`config.mk`:
```
export PLATFORM = sky130hd
export DESIGN_NAME = extended_euclid_gcd_core
export DESIGN_NICKNAME = d
export VERILOG_FILES = /design/src/design/eeg_pkg.sv /design/src/design/eeg_datapath.sv /design/src/design/eeg_ctrl.sv /design/src/design/extended_euclid_gcd_core.sv
export SDC_FILE = /design/constraint.sdc
export NUM_CORES = 1
export LEC_CHECK = 0
export BUFFER_PORTS_ARGS = -buffer_cell sky130_fd_sc_hd__buf_2
export CORE_ASPECT_RATIO = 1.2
export CORE_MARGIN = 5
export CORE_UTILIZATION = 56
export DETAILED_ROUTE_END_ITERATION = 8
export GPL_TIMING_DRIVEN = 1
export PLACE_DENSITY_LB_ADDON = 0.25
export SETUP_SLACK_MARGIN = 0.05
export SYNTH_ARGS = -nofsm -noshare
export SYNTH_HDL_FRONTEND = slang
export SYNTH_SLANG_ARGS = --single-unit
export TNS_END_PERCENT = 100
```
`constraint.sdc`:
```
create_clock -name clk_i -period 3.1 [get_ports clk_i]
set_clock_uncertainty 0.1 [all_clocks]
set_input_delay 0.155 -clock clk_i [delete_from_list [all_inputs] [get_ports clk_i]]
set_output_delay 0.155 -clock clk_i [all_outputs]
set_load 0.01 [all_outputs]
```
`src/design/eeg_pkg.sv`:
```
`timescale 1ns / 1ps
// ----------------------------------------------------------------------------
// eeg_pkg: shared definitions for the extended Euclid gcd core
// Default operand width and the command/status bundles that pass between
// the controller and the datapath.
// ----------------------------------------------------------------------------
package eeg_pkg;

  localparam int OPERAND_WIDTH_DEF = 31;

  typedef struct packed {
    logic load;      // Capture and order a new pair of operands.
    logic div_step;  // One restoring division bit and one product bit.
    logic update;    // Retire a Euclid step into the remainder/coef registers.
  } eeg_cmd_t;

  typedef struct packed {
    logic rem_zero;  // The current remainder (divisor of the next step) is zero.
  } eeg_sts_t;

endpackage

```
`src/design/eeg_datapath.sv`:
```
`timescale 1ns / 1ps
// ----------------------------------------------------------------------------
// eeg_datapath: remainder and coefficient registers of extended Euclid
// Holds the running remainders and Bezout coefficients, a bit-serial
// restoring divider, and shift-and-add accumulators for quotient products.
// ----------------------------------------------------------------------------
module eeg_datapath #(
  parameter int OPERAND_WIDTH = eeg_pkg::OPERAND_WIDTH_DEF
) (
  input  logic                      clk_i,
  input  logic                      rst_ni,
  input  eeg_pkg::eeg_cmd_t         cmd_i,
  output eeg_pkg::eeg_sts_t         sts_o,
  input  logic [OPERAND_WIDTH-1:0]  first_operand_i,
  input  logic [OPERAND_WIDTH-1:0]  second_operand_i,
  output logic [OPERAND_WIDTH-1:0]  gcd_value_o,
  output logic signed [OPERAND_WIDTH:0] coef_larger_o,
  output logic signed [OPERAND_WIDTH:0] coef_smaller_o,
  output logic                      divide_error_o
);
  import eeg_pkg::*;

  localparam int W = OPERAND_WIDTH;
  localparam int C = OPERAND_WIDTH + 1;

  logic [W-1:0] r_old_q, r_old_d, r_cur_q, r_cur_d;
  logic [W-1:0] rem_q, rem_d, dvd_q, dvd_d;
  logic [C-1:0] s_old_q, s_old_d, s_cur_q, s_cur_d;
  logic [C-1:0] t_old_q, t_old_d, t_cur_q, t_cur_d;
  logic [C-1:0] ps_q, ps_d, pt_q, pt_d;
  logic         err_q, err_d;

  logic [W-1:0] big, sml;
  logic [W:0]   trial, diff;
  logic         ge;
  logic [C-1:0] ps_sh, pt_sh, ps_add, pt_add;

  assign big = (second_operand_i > first_operand_i) ? second_operand_i : first_operand_i;
  assign sml = (second_operand_i > first_operand_i) ? first_operand_i : second_operand_i;

  // One restoring division bit: the borrow of the trial subtraction decides it.
  assign trial = {rem_q, dvd_q[W-1]};
  assign diff  = trial - {1'b0, r_cur_q};
  assign ge    = (trial >= {1'b0, r_cur_q});

  // The quotient products q*s_cur and q*t_cur are built MSB first, Horner style.
  assign ps_sh  = {ps_q[C-2:0], 1'b0};
  assign pt_sh  = {pt_q[C-2:0], 1'b0};
  assign ps_add = ps_sh + s_cur_q;
  assign pt_add = pt_sh + t_cur_q;

  always_comb begin
    r_old_d = r_old_q;
    r_cur_d = r_cur_q;
    rem_d   = rem_q;
    dvd_d   = dvd_q;
    s_old_d = s_old_q;
    s_cur_d = s_cur_q;
    t_old_d = t_old_q;
    t_cur_d = t_cur_q;
    ps_d    = ps_q;
    pt_d    = pt_q;
    err_d   = err_q;
    if (cmd_i.load) begin
      r_old_d = big;
      r_cur_d = sml;
      dvd_d   = big;
      rem_d   = '0;
      s_old_d = C'(1);
      s_cur_d = '0;
      t_old_d = '0;
      t_cur_d = C'(1);
      ps_d    = '0;
      pt_d    = '0;
      err_d   = (sml == '0);
    end else if (cmd_i.div_step) begin
      rem_d = ge ? diff[W-1:0] : trial[W-1:0];
      dvd_d = {dvd_q[W-2:0], 1'b0};
      ps_d  = ge ? ps_add : ps_sh;
      pt_d  = ge ? pt_add : pt_sh;
    end else if (cmd_i.update) begin
      r_old_d = r_cur_q;
      r_cur_d = rem_q;
      dvd_d   = r_cur_q;
      rem_d   = '0;
      s_old_d = s_cur_q;
      s_cur_d = s_old_q - ps_q;
      t_old_d = t_cur_q;
      t_cur_d = t_old_q - pt_q;
      ps_d    = '0;
      pt_d    = '0;
    end
  end

  always_ff @(posedge clk_i or negedge rst_ni) begin
    if (!rst_ni) begin
      r_old_q <= '0;
      r_cur_q <= '0;
      rem_q   <= '0;
      dvd_q   <= '0;
      s_old_q <= '0;
      s_cur_q <= '0;
      t_old_q <= '0;
      t_cur_q <= '0;
      ps_q    <= '0;
      pt_q    <= '0;
      err_q   <= 1'b0;
    end else begin
      r_old_q <= r_old_d;
      r_cur_q <= r_cur_d;
      rem_q   <= rem_d;
      dvd_q   <= dvd_d;
      s_old_q <= s_old_d;
      s_cur_q <= s_cur_d;
      t_old_q <= t_old_d;
      t_cur_q <= t_cur_d;
      ps_q    <= ps_d;
      pt_q    <= pt_d;
      err_q   <= err_d;
    end
  end

  assign sts_o.rem_zero = (r_cur_q == '0);

  // With a zero smaller operand every numeric field reads as zero.
  assign gcd_value_o    = err_q ? '0 : r_old_q;
  assign coef_larger_o  = err_q ? '0 : s_old_q;
  assign coef_smaller_o = err_q ? '0 : t_old_q;
  assign divide_error_o = err_q;

  a_div_nonzero : assert property (@(posedge clk_i) disable iff (!rst_ni)
    cmd_i.div_step |-> (r_cur_q != '0))
    else $error("division step with a zero divisor");

endmodule

```
`src/design/eeg_ctrl.sv`:
```
`timescale 1ns / 1ps
// ----------------------------------------------------------------------------
// eeg_ctrl: sequencer of the extended Euclid gcd core
// Steps the datapath through load, per-bit division and coefficient update
// until the remainder reaches zero, then strobes the result.
// ----------------------------------------------------------------------------
module eeg_ctrl #(
  parameter int OPERAND_WIDTH = eeg_pkg::OPERAND_WIDTH_DEF
) (
  input  logic              clk_i,
  input  logic              rst_ni,
  input  logic              start,
  output logic              busy,
  output logic              done_o,
  output eeg_pkg::eeg_cmd_t cmd_o,
  input  eeg_pkg::eeg_sts_t sts_i
);
  import eeg_pkg::*;

  localparam int CntW = $clog2(OPERAND_WIDTH);

  typedef enum logic [4:0] {
    ST_IDLE  = 5'b00001,
    ST_CHECK = 5'b00010,
    ST_DIV   = 5'b00100,
    ST_UPD   = 5'b01000,
    ST_DONE  = 5'b10000
  } state_e;

  state_e         state_q, state_d;
  logic [CntW-1:0] cnt_q, cnt_d;

  always_comb begin
    state_d = state_q;
    cnt_d   = cnt_q;
    cmd_o   = '0;
    case (state_q)
      ST_IDLE: begin
        if (start) begin
          cmd_o.load = 1'b1;
          state_d    = ST_CHECK;
        end
      end
      ST_CHECK: begin
        if (sts_i.rem_zero) begin
          state_d = ST_DONE;
        end else begin
          cnt_d   = CntW'(OPERAND_WIDTH - 1);
          state_d = ST_DIV;
        end
      end
      ST_DIV: begin
        cmd_o.div_step = 1'b1;
        if (cnt_q == '0) begin
          state_d = ST_UPD;
        end else begin
          cnt_d = cnt_q - 1'b1;
        end
      end
      ST_UPD: begin
        cmd_o.update = 1'b1;
        state_d      = ST_CHECK;
      end
      ST_DONE: begin
        state_d = ST_IDLE;
      end
      default: begin
        state_d = ST_IDLE;
      end
    endcase
  end

  always_ff @(posedge clk_i or negedge rst_ni) begin
    if (!rst_ni) begin
      state_q <= ST_IDLE;
      cnt_q   <= '0;
    end else begin
      state_q <= state_d;
      cnt_q   <= cnt_d;
    end
  end

  assign busy   = (state_q != ST_IDLE);
  assign done_o = (state_q == ST_DONE);

  a_accept_starts : assert property (@(posedge clk_i) disable iff (!rst_ni)
    (start && !busy) |=> (state_q == ST_CHECK))
    else $error("accepted request did not start the chain");

  a_done_then_idle : assert property (@(posedge clk_i) disable iff (!rst_ni)
    done_o |=> !busy)
    else $error("core stayed busy after the result strobe");

  a_one_cmd : assert property (@(posedge clk_i) disable iff (!rst_ni)
    $onehot0({cmd_o.load, cmd_o.div_step, cmd_o.update}))
    else $error("more than one datapath command at once");

endmodule

```
`src/design/extended_euclid_gcd_core.sv`:
```
`timescale 1ns / 1ps
// ----------------------------------------------------------------------------
// extended_euclid_gcd_core: gcd with Bezout coefficients
// Sequence: after the edge that accepts the request the core runs n Euclid
//   division steps (at most 44 for 31-bit operands), each a check, a bit-serial
//   division and an update; a final check finds a zero remainder and done_o rises.
//   A zero smaller operand goes from the check straight to done. The bit-serial divider makes one quotient bit a cycle.
// Throughput: one request at a time; busy is low again the cycle after done_o.
// done_o is strobed for one cycle and cannot be stalled. Reset returns idle.
// ----------------------------------------------------------------------------
module extended_euclid_gcd_core #(
  parameter int OPERAND_WIDTH = eeg_pkg::OPERAND_WIDTH_DEF
) (
  input  logic                          clk_i,
  input  logic                          rst_ni,
  input  logic                          start,
  output logic                          busy,
  input  logic [OPERAND_WIDTH-1:0]      first_operand_i,
  input  logic [OPERAND_WIDTH-1:0]      second_operand_i,
  output logic                          done_o,
  output logic [OPERAND_WIDTH-1:0]      gcd_value_o,
  output logic signed [OPERAND_WIDTH:0] coef_larger_o,
  output logic signed [OPERAND_WIDTH:0] coef_smaller_o,
  output logic                          divide_error_o
);
  import eeg_pkg::*;

  eeg_cmd_t cmd;
  eeg_sts_t sts;

  eeg_ctrl #(
    .OPERAND_WIDTH(OPERAND_WIDTH)
  ) u_ctrl (
    .clk_i  (clk_i),
    .rst_ni (rst_ni),
    .start  (start),
    .busy   (busy),
    .done_o (done_o),
    .cmd_o  (cmd),
    .sts_i  (sts)
  );

  eeg_datapath #(
    .OPERAND_WIDTH(OPERAND_WIDTH)
  ) u_datapath (
    .clk_i            (clk_i),
    .rst_ni           (rst_ni),
    .cmd_i            (cmd),
    .sts_o            (sts),
    .first_operand_i  (first_operand_i),
    .second_operand_i (second_operand_i),
    .gcd_value_o      (gcd_value_o),
    .coef_larger_o    (coef_larger_o),
    .coef_smaller_o   (coef_smaller_o),
    .divide_error_o   (divide_error_o)
  );

endmodule
```
==> out/summary.txt <==
met3 usage in global routing: 3.765%
EDFF count, synth: 0
Horiz. Die Dim: 195.8 um
total setup violations reported at the end of the flow: 51
combinational fraction of design power: 34.1%
least setup slack across all paths after layout: -136.9 ps
Internal Dissipation: 9.891 mW
Max Fclk: 0.3089 GHz
GR Overflow Total: 0
Synth Register Bits: 327
sequential share of the synthesized area: 35.26%
sw frac: 35.98%
first-pass GRT wire length: 113.1 mm
routed wire length per instance: 20.02 um
highest-utilization routing layer at the global route stage: met2
maximum count of clock buffers along a single path: 3
via count of the first global-routing pass: 22510
final antenna-violating net count: 0
violations in the final reports: setup timing
count of H-tree levels built during CTS: 2
cells along the critical path: ha_1 -> and4_4 -> a211oi_4 -> o211a_1 -> a21oi_2 -> o31ai_1 -> nand4_1 -> o311ai_4 -> buf_6 -> clkbuf_16 -> nor2_1 -> a21oi_1 -> o22ai_1
net switching power figure: 5.558 mW
TritonCTS Sinks: 327
worst-skew pair later-pin latency: 530 ps
Netlist Area Pre-Place: 23210 um2
maximum capacitance violations: 0
fraction of registers with async set/reset: 100.0%
met1 track demand over resource: 36.40%
part of the total power dissipated in the clock network: 31.0%
number of antenna violations at the first check in global routing: 0
count of non-filler cells in the finished layout: 3651
area growth from synthesis to layout: 28.09%
chip height: 233.0 um
TritonCTS clock tree: yes
effective utilization at floorplan: 56.83%
total nets after synthesis: 2991
Placement Rows: 81
drt first-iter violations: 1450
Yosys warning total: 0
slew of the pin with the lowest slew margin: 1224 ps
cell count after placement: 3478
largest fanout of any net on the critical path: 8
final cycle utilization of the critical path: 104.4%
quantity of I/O buffers inserted on ports: 162
slowest CP cell: sky130_fd_sc_hd__dfrtp_1
I/O pins: 163
count of unique library cells instantiated by Yosys: 90
GRT Resource Usage Total: 29.58%
most common flop cell mapped by yosys: sky130_fd_sc_hd__dfrtp_1
type of element capturing the critical path: flip-flop
most common library cells after synthesis: 326 x sky130_fd_sc_hd__dfrtp_1, 255 x sky130_fd_sc_hd__nand2_1, 237 x sky130_fd_sc_hd__o21ai_0
leading cell type by number of instances after synthesis: sky130_fd_sc_hd__dfrtp_1
pin count of the biggest net entering global routing: 137
via density per instance: 6.197
share of the synthesized area in the top cell type: 35.15%
buffer cell driving the clock tree root: sky130_fd_sc_hd__clkbuf_16
largest area contributor in the synthesized netlist: sky130_fd_sc_hd__dfrtp_1
path class of the lowest-slack min-delay path: primary input to flip-flop
Syn Area/Cell: 8.486 um2
power density of the placed cells: 519.6 nW/um2
worst rel slew slack: 18.31%
type of the worst setup path: flip-flop to flip-flop
static leakage power: 13.93 nW
Final Core Density: 72.79%
Flop pwr share: 34.8%
met2 demand-to-capacity share in global routing: 52.72%
final routed DRC violation total: 0
cell family with most CP delay: compound AO/OA/AOI/OAI gates
final period demand of the worst path: 3237 ps
final wirelength: 73.11 mm
unrepaired setup endpoints after global routing: yes
DR vias: 22620
Largest stage delay, worst path: 400 ps
top area cells in the synthesized netlist: sky130_fd_sc_hd__dfrtp_1 35%, sky130_fd_sc_hd__ha_1 10%, sky130_fd_sc_hd__o21ai_0 5.1%
worst setup slack after placement: -192.7 ps
Initial DRT Pass Iterations: 5
CP Data Arrival Time: 3510 ps
RD Place Congestion: 0.9376
Post-layout nets: 3343
result of the run: finished, violations left
critical path required time: 3380 ps
Diodes inserted: 0
critical path buffer and inverter count: 2
Setup Total Neg Slack: -1936 ps
ratio of cells with drive above 1 in the final layout: 23.43%
number of buffers created by CTS: 37
Worst Setup Start Kind: flip-flop
die area: 45630 um2
synthesized netlist cell count: 2735
Hold Violations, Final: 0
final number of max-transition violations: 0
core region area: 40840 um2
worst vdd rail ir drop: 0.0004272 V
final HPWL from detailed placement: 46.90 mm
clock transition time at the flip-flop clock pins of the worst setup and hold paths: 60 ps
power groups by stage:
| stage | clock (mW) | combinational, mW | sequential [mW] |
|---|---|---|---|
| floorplan | 0 | 2.87 | 5.35 |
| global placement | 0 | 4.68 | 5.40 |
| detailed placement | 0 | 4.81 | 5.42 |
| CTS | 4.84 | 5.02 | 5.36 |
| global route | 5.02 | 5.72 | 5.44 |
| finish | 4.80 | 5.27 | 5.38 |
worst min-delay path, cell delays in order:
cell	delay, ps
sky130_fd_sc_hd__buf_2	110
sky130_fd_sc_hd__buf_4	130
sky130_fd_sc_hd__mux2i_1	80
sky130_fd_sc_hd__o21ai_0	130
path summary, 6_finish.rpt:
kind                       cells past startpoint  slack (ps)                   from               endpoint
max                                           13        -140    u_datapath.rem_q[6]     u_datapath.pt_q[2]
max reg2reg                                   13        -140    u_datapath.rem_q[6]     u_datapath.pt_q[2]
min in group asynchronous                      2         130                 rst_ni  u_datapath.r_old_q[5]
max in group asynchronous                      3        1960                 rst_ni      u_ctrl.state_q[0]
min                                            4          20    second_operand_i[8]  u_datapath.r_cur_q[8]
min reg2reg                                    2         410  u_datapath.r_old_q[4]  u_datapath.r_old_q[4]
routing by layer:
| metal | wire [um] | vias up | part of all wire [%] |
|---|---|---|---|
| met5 | 0 | - | 0 |
| met3 | 4148 | 206 | 5.7 |
| met1 | 29250 | 11070 | 40 |
| met4 | 3249 | 0 | 4.4 |
| met2 | 36460 | 839 | 50 |
| li1 | - | 10510 | - |
kinds of logic after synthesis:
kind of cell / Yosys count / share of synthesized area, %
muxes: 75 / 3.240
adders and majority gates: 191 / 10.46
and+or+nand+nor: 775 / 15.86
xor gates and xnor gates: 137 / 5.170
DFF: 327 / 35.26
buffers and inverters: 314 / 5.402
AOI/OAI and AO/OA: 916 / 24.61
cells in the final DEF (no fill, tap or decap), drive strengths merged, types with 6 or more instances in the layout:
cell | netlist | routed
a211o | 6 | 6
a211oi | 38 | 38
a21o | 86 | 86
a21oi | 203 | 203
a22o | 11 | 11
a22oi | 60 | 60
a31oi | 22 | 22
a32oi | 8 | 8
a41oi | 6 | 7
and2 | 6 | 6
and3 | 15 | 15
buf | 51 | 394
bufinv | 0 | 7
clkbuf | 94 | 51
clkinv | 0 | 7
dfrtp | 326 | 326
dlygate4sd3 | 0 | 58
ha | 186 | 186
inv | 169 | 170
mux2i | 74 | 74
nand2 | 255 | 255
nand2b | 20 | 20
nand3 | 76 | 76
nand4 | 31 | 31
nor2 | 179 | 179
nor2b | 106 | 106
nor3 | 30 | 30
nor4 | 24 | 24
o211ai | 16 | 16
o21a | 16 | 16
o21ai | 301 | 301
o21bai | 20 | 20
o22ai | 76 | 76
o31ai | 10 | 10
or2 | 7 | 7
or3 | 6 | 6
xnor2 | 74 | 74
xor2 | 63 | 63
area by class of cell:
cell class / instances / area [um2]
repair buffers: 457 / 3699
clock inverters: 18 / 280.3
well taps: 539 / 674.4
flip-flops and latches: 327 / 8193
fillers: 2915 / 11110
multi-input cells: 2095 / 15230
inverters: 169 / 634.4
clock buffers: 46 / 1020
flip-flops by register name, summed over array words and instances (netlist names), 32 cells and up:
| name | count |
|---|---|
| u_datapath.t_cur_q | 32 |
| u_datapath.pt_q | 32 |
| u_datapath.s_cur_q | 32 |
| u_datapath.ps_q | 32 |
| u_datapath.t_old_q | 32 |
| u_datapath.s_old_q | 32 |
timing repair:
| item | in CTS | in global routing |
|---|---|---|
| hold endpoints to repair | 147 | 0 |
| gates cloned | 6 | 9 |
| resized for setup | 76 | 269 |
| setup buffers | 17 | 23 |
| hold buffers | 58 | 0 |
| pin swaps | 54 | 138 |
| endpoints found under the setup margin | 101 | 203 |
per-stage QoR:
stage               hold WS (ps)  instance area (um2)  power [mW]
floorplan                 -240.6                23210       8.219
global route               51.59                29730       16.19
CTS                        5.866                28280       15.21
finish                     19.00                29730       15.45
detailed placement         104.9                25790       10.23
global placement           99.45                25790       10.09
No activity file was read; power rests on OpenSTA's default activity.
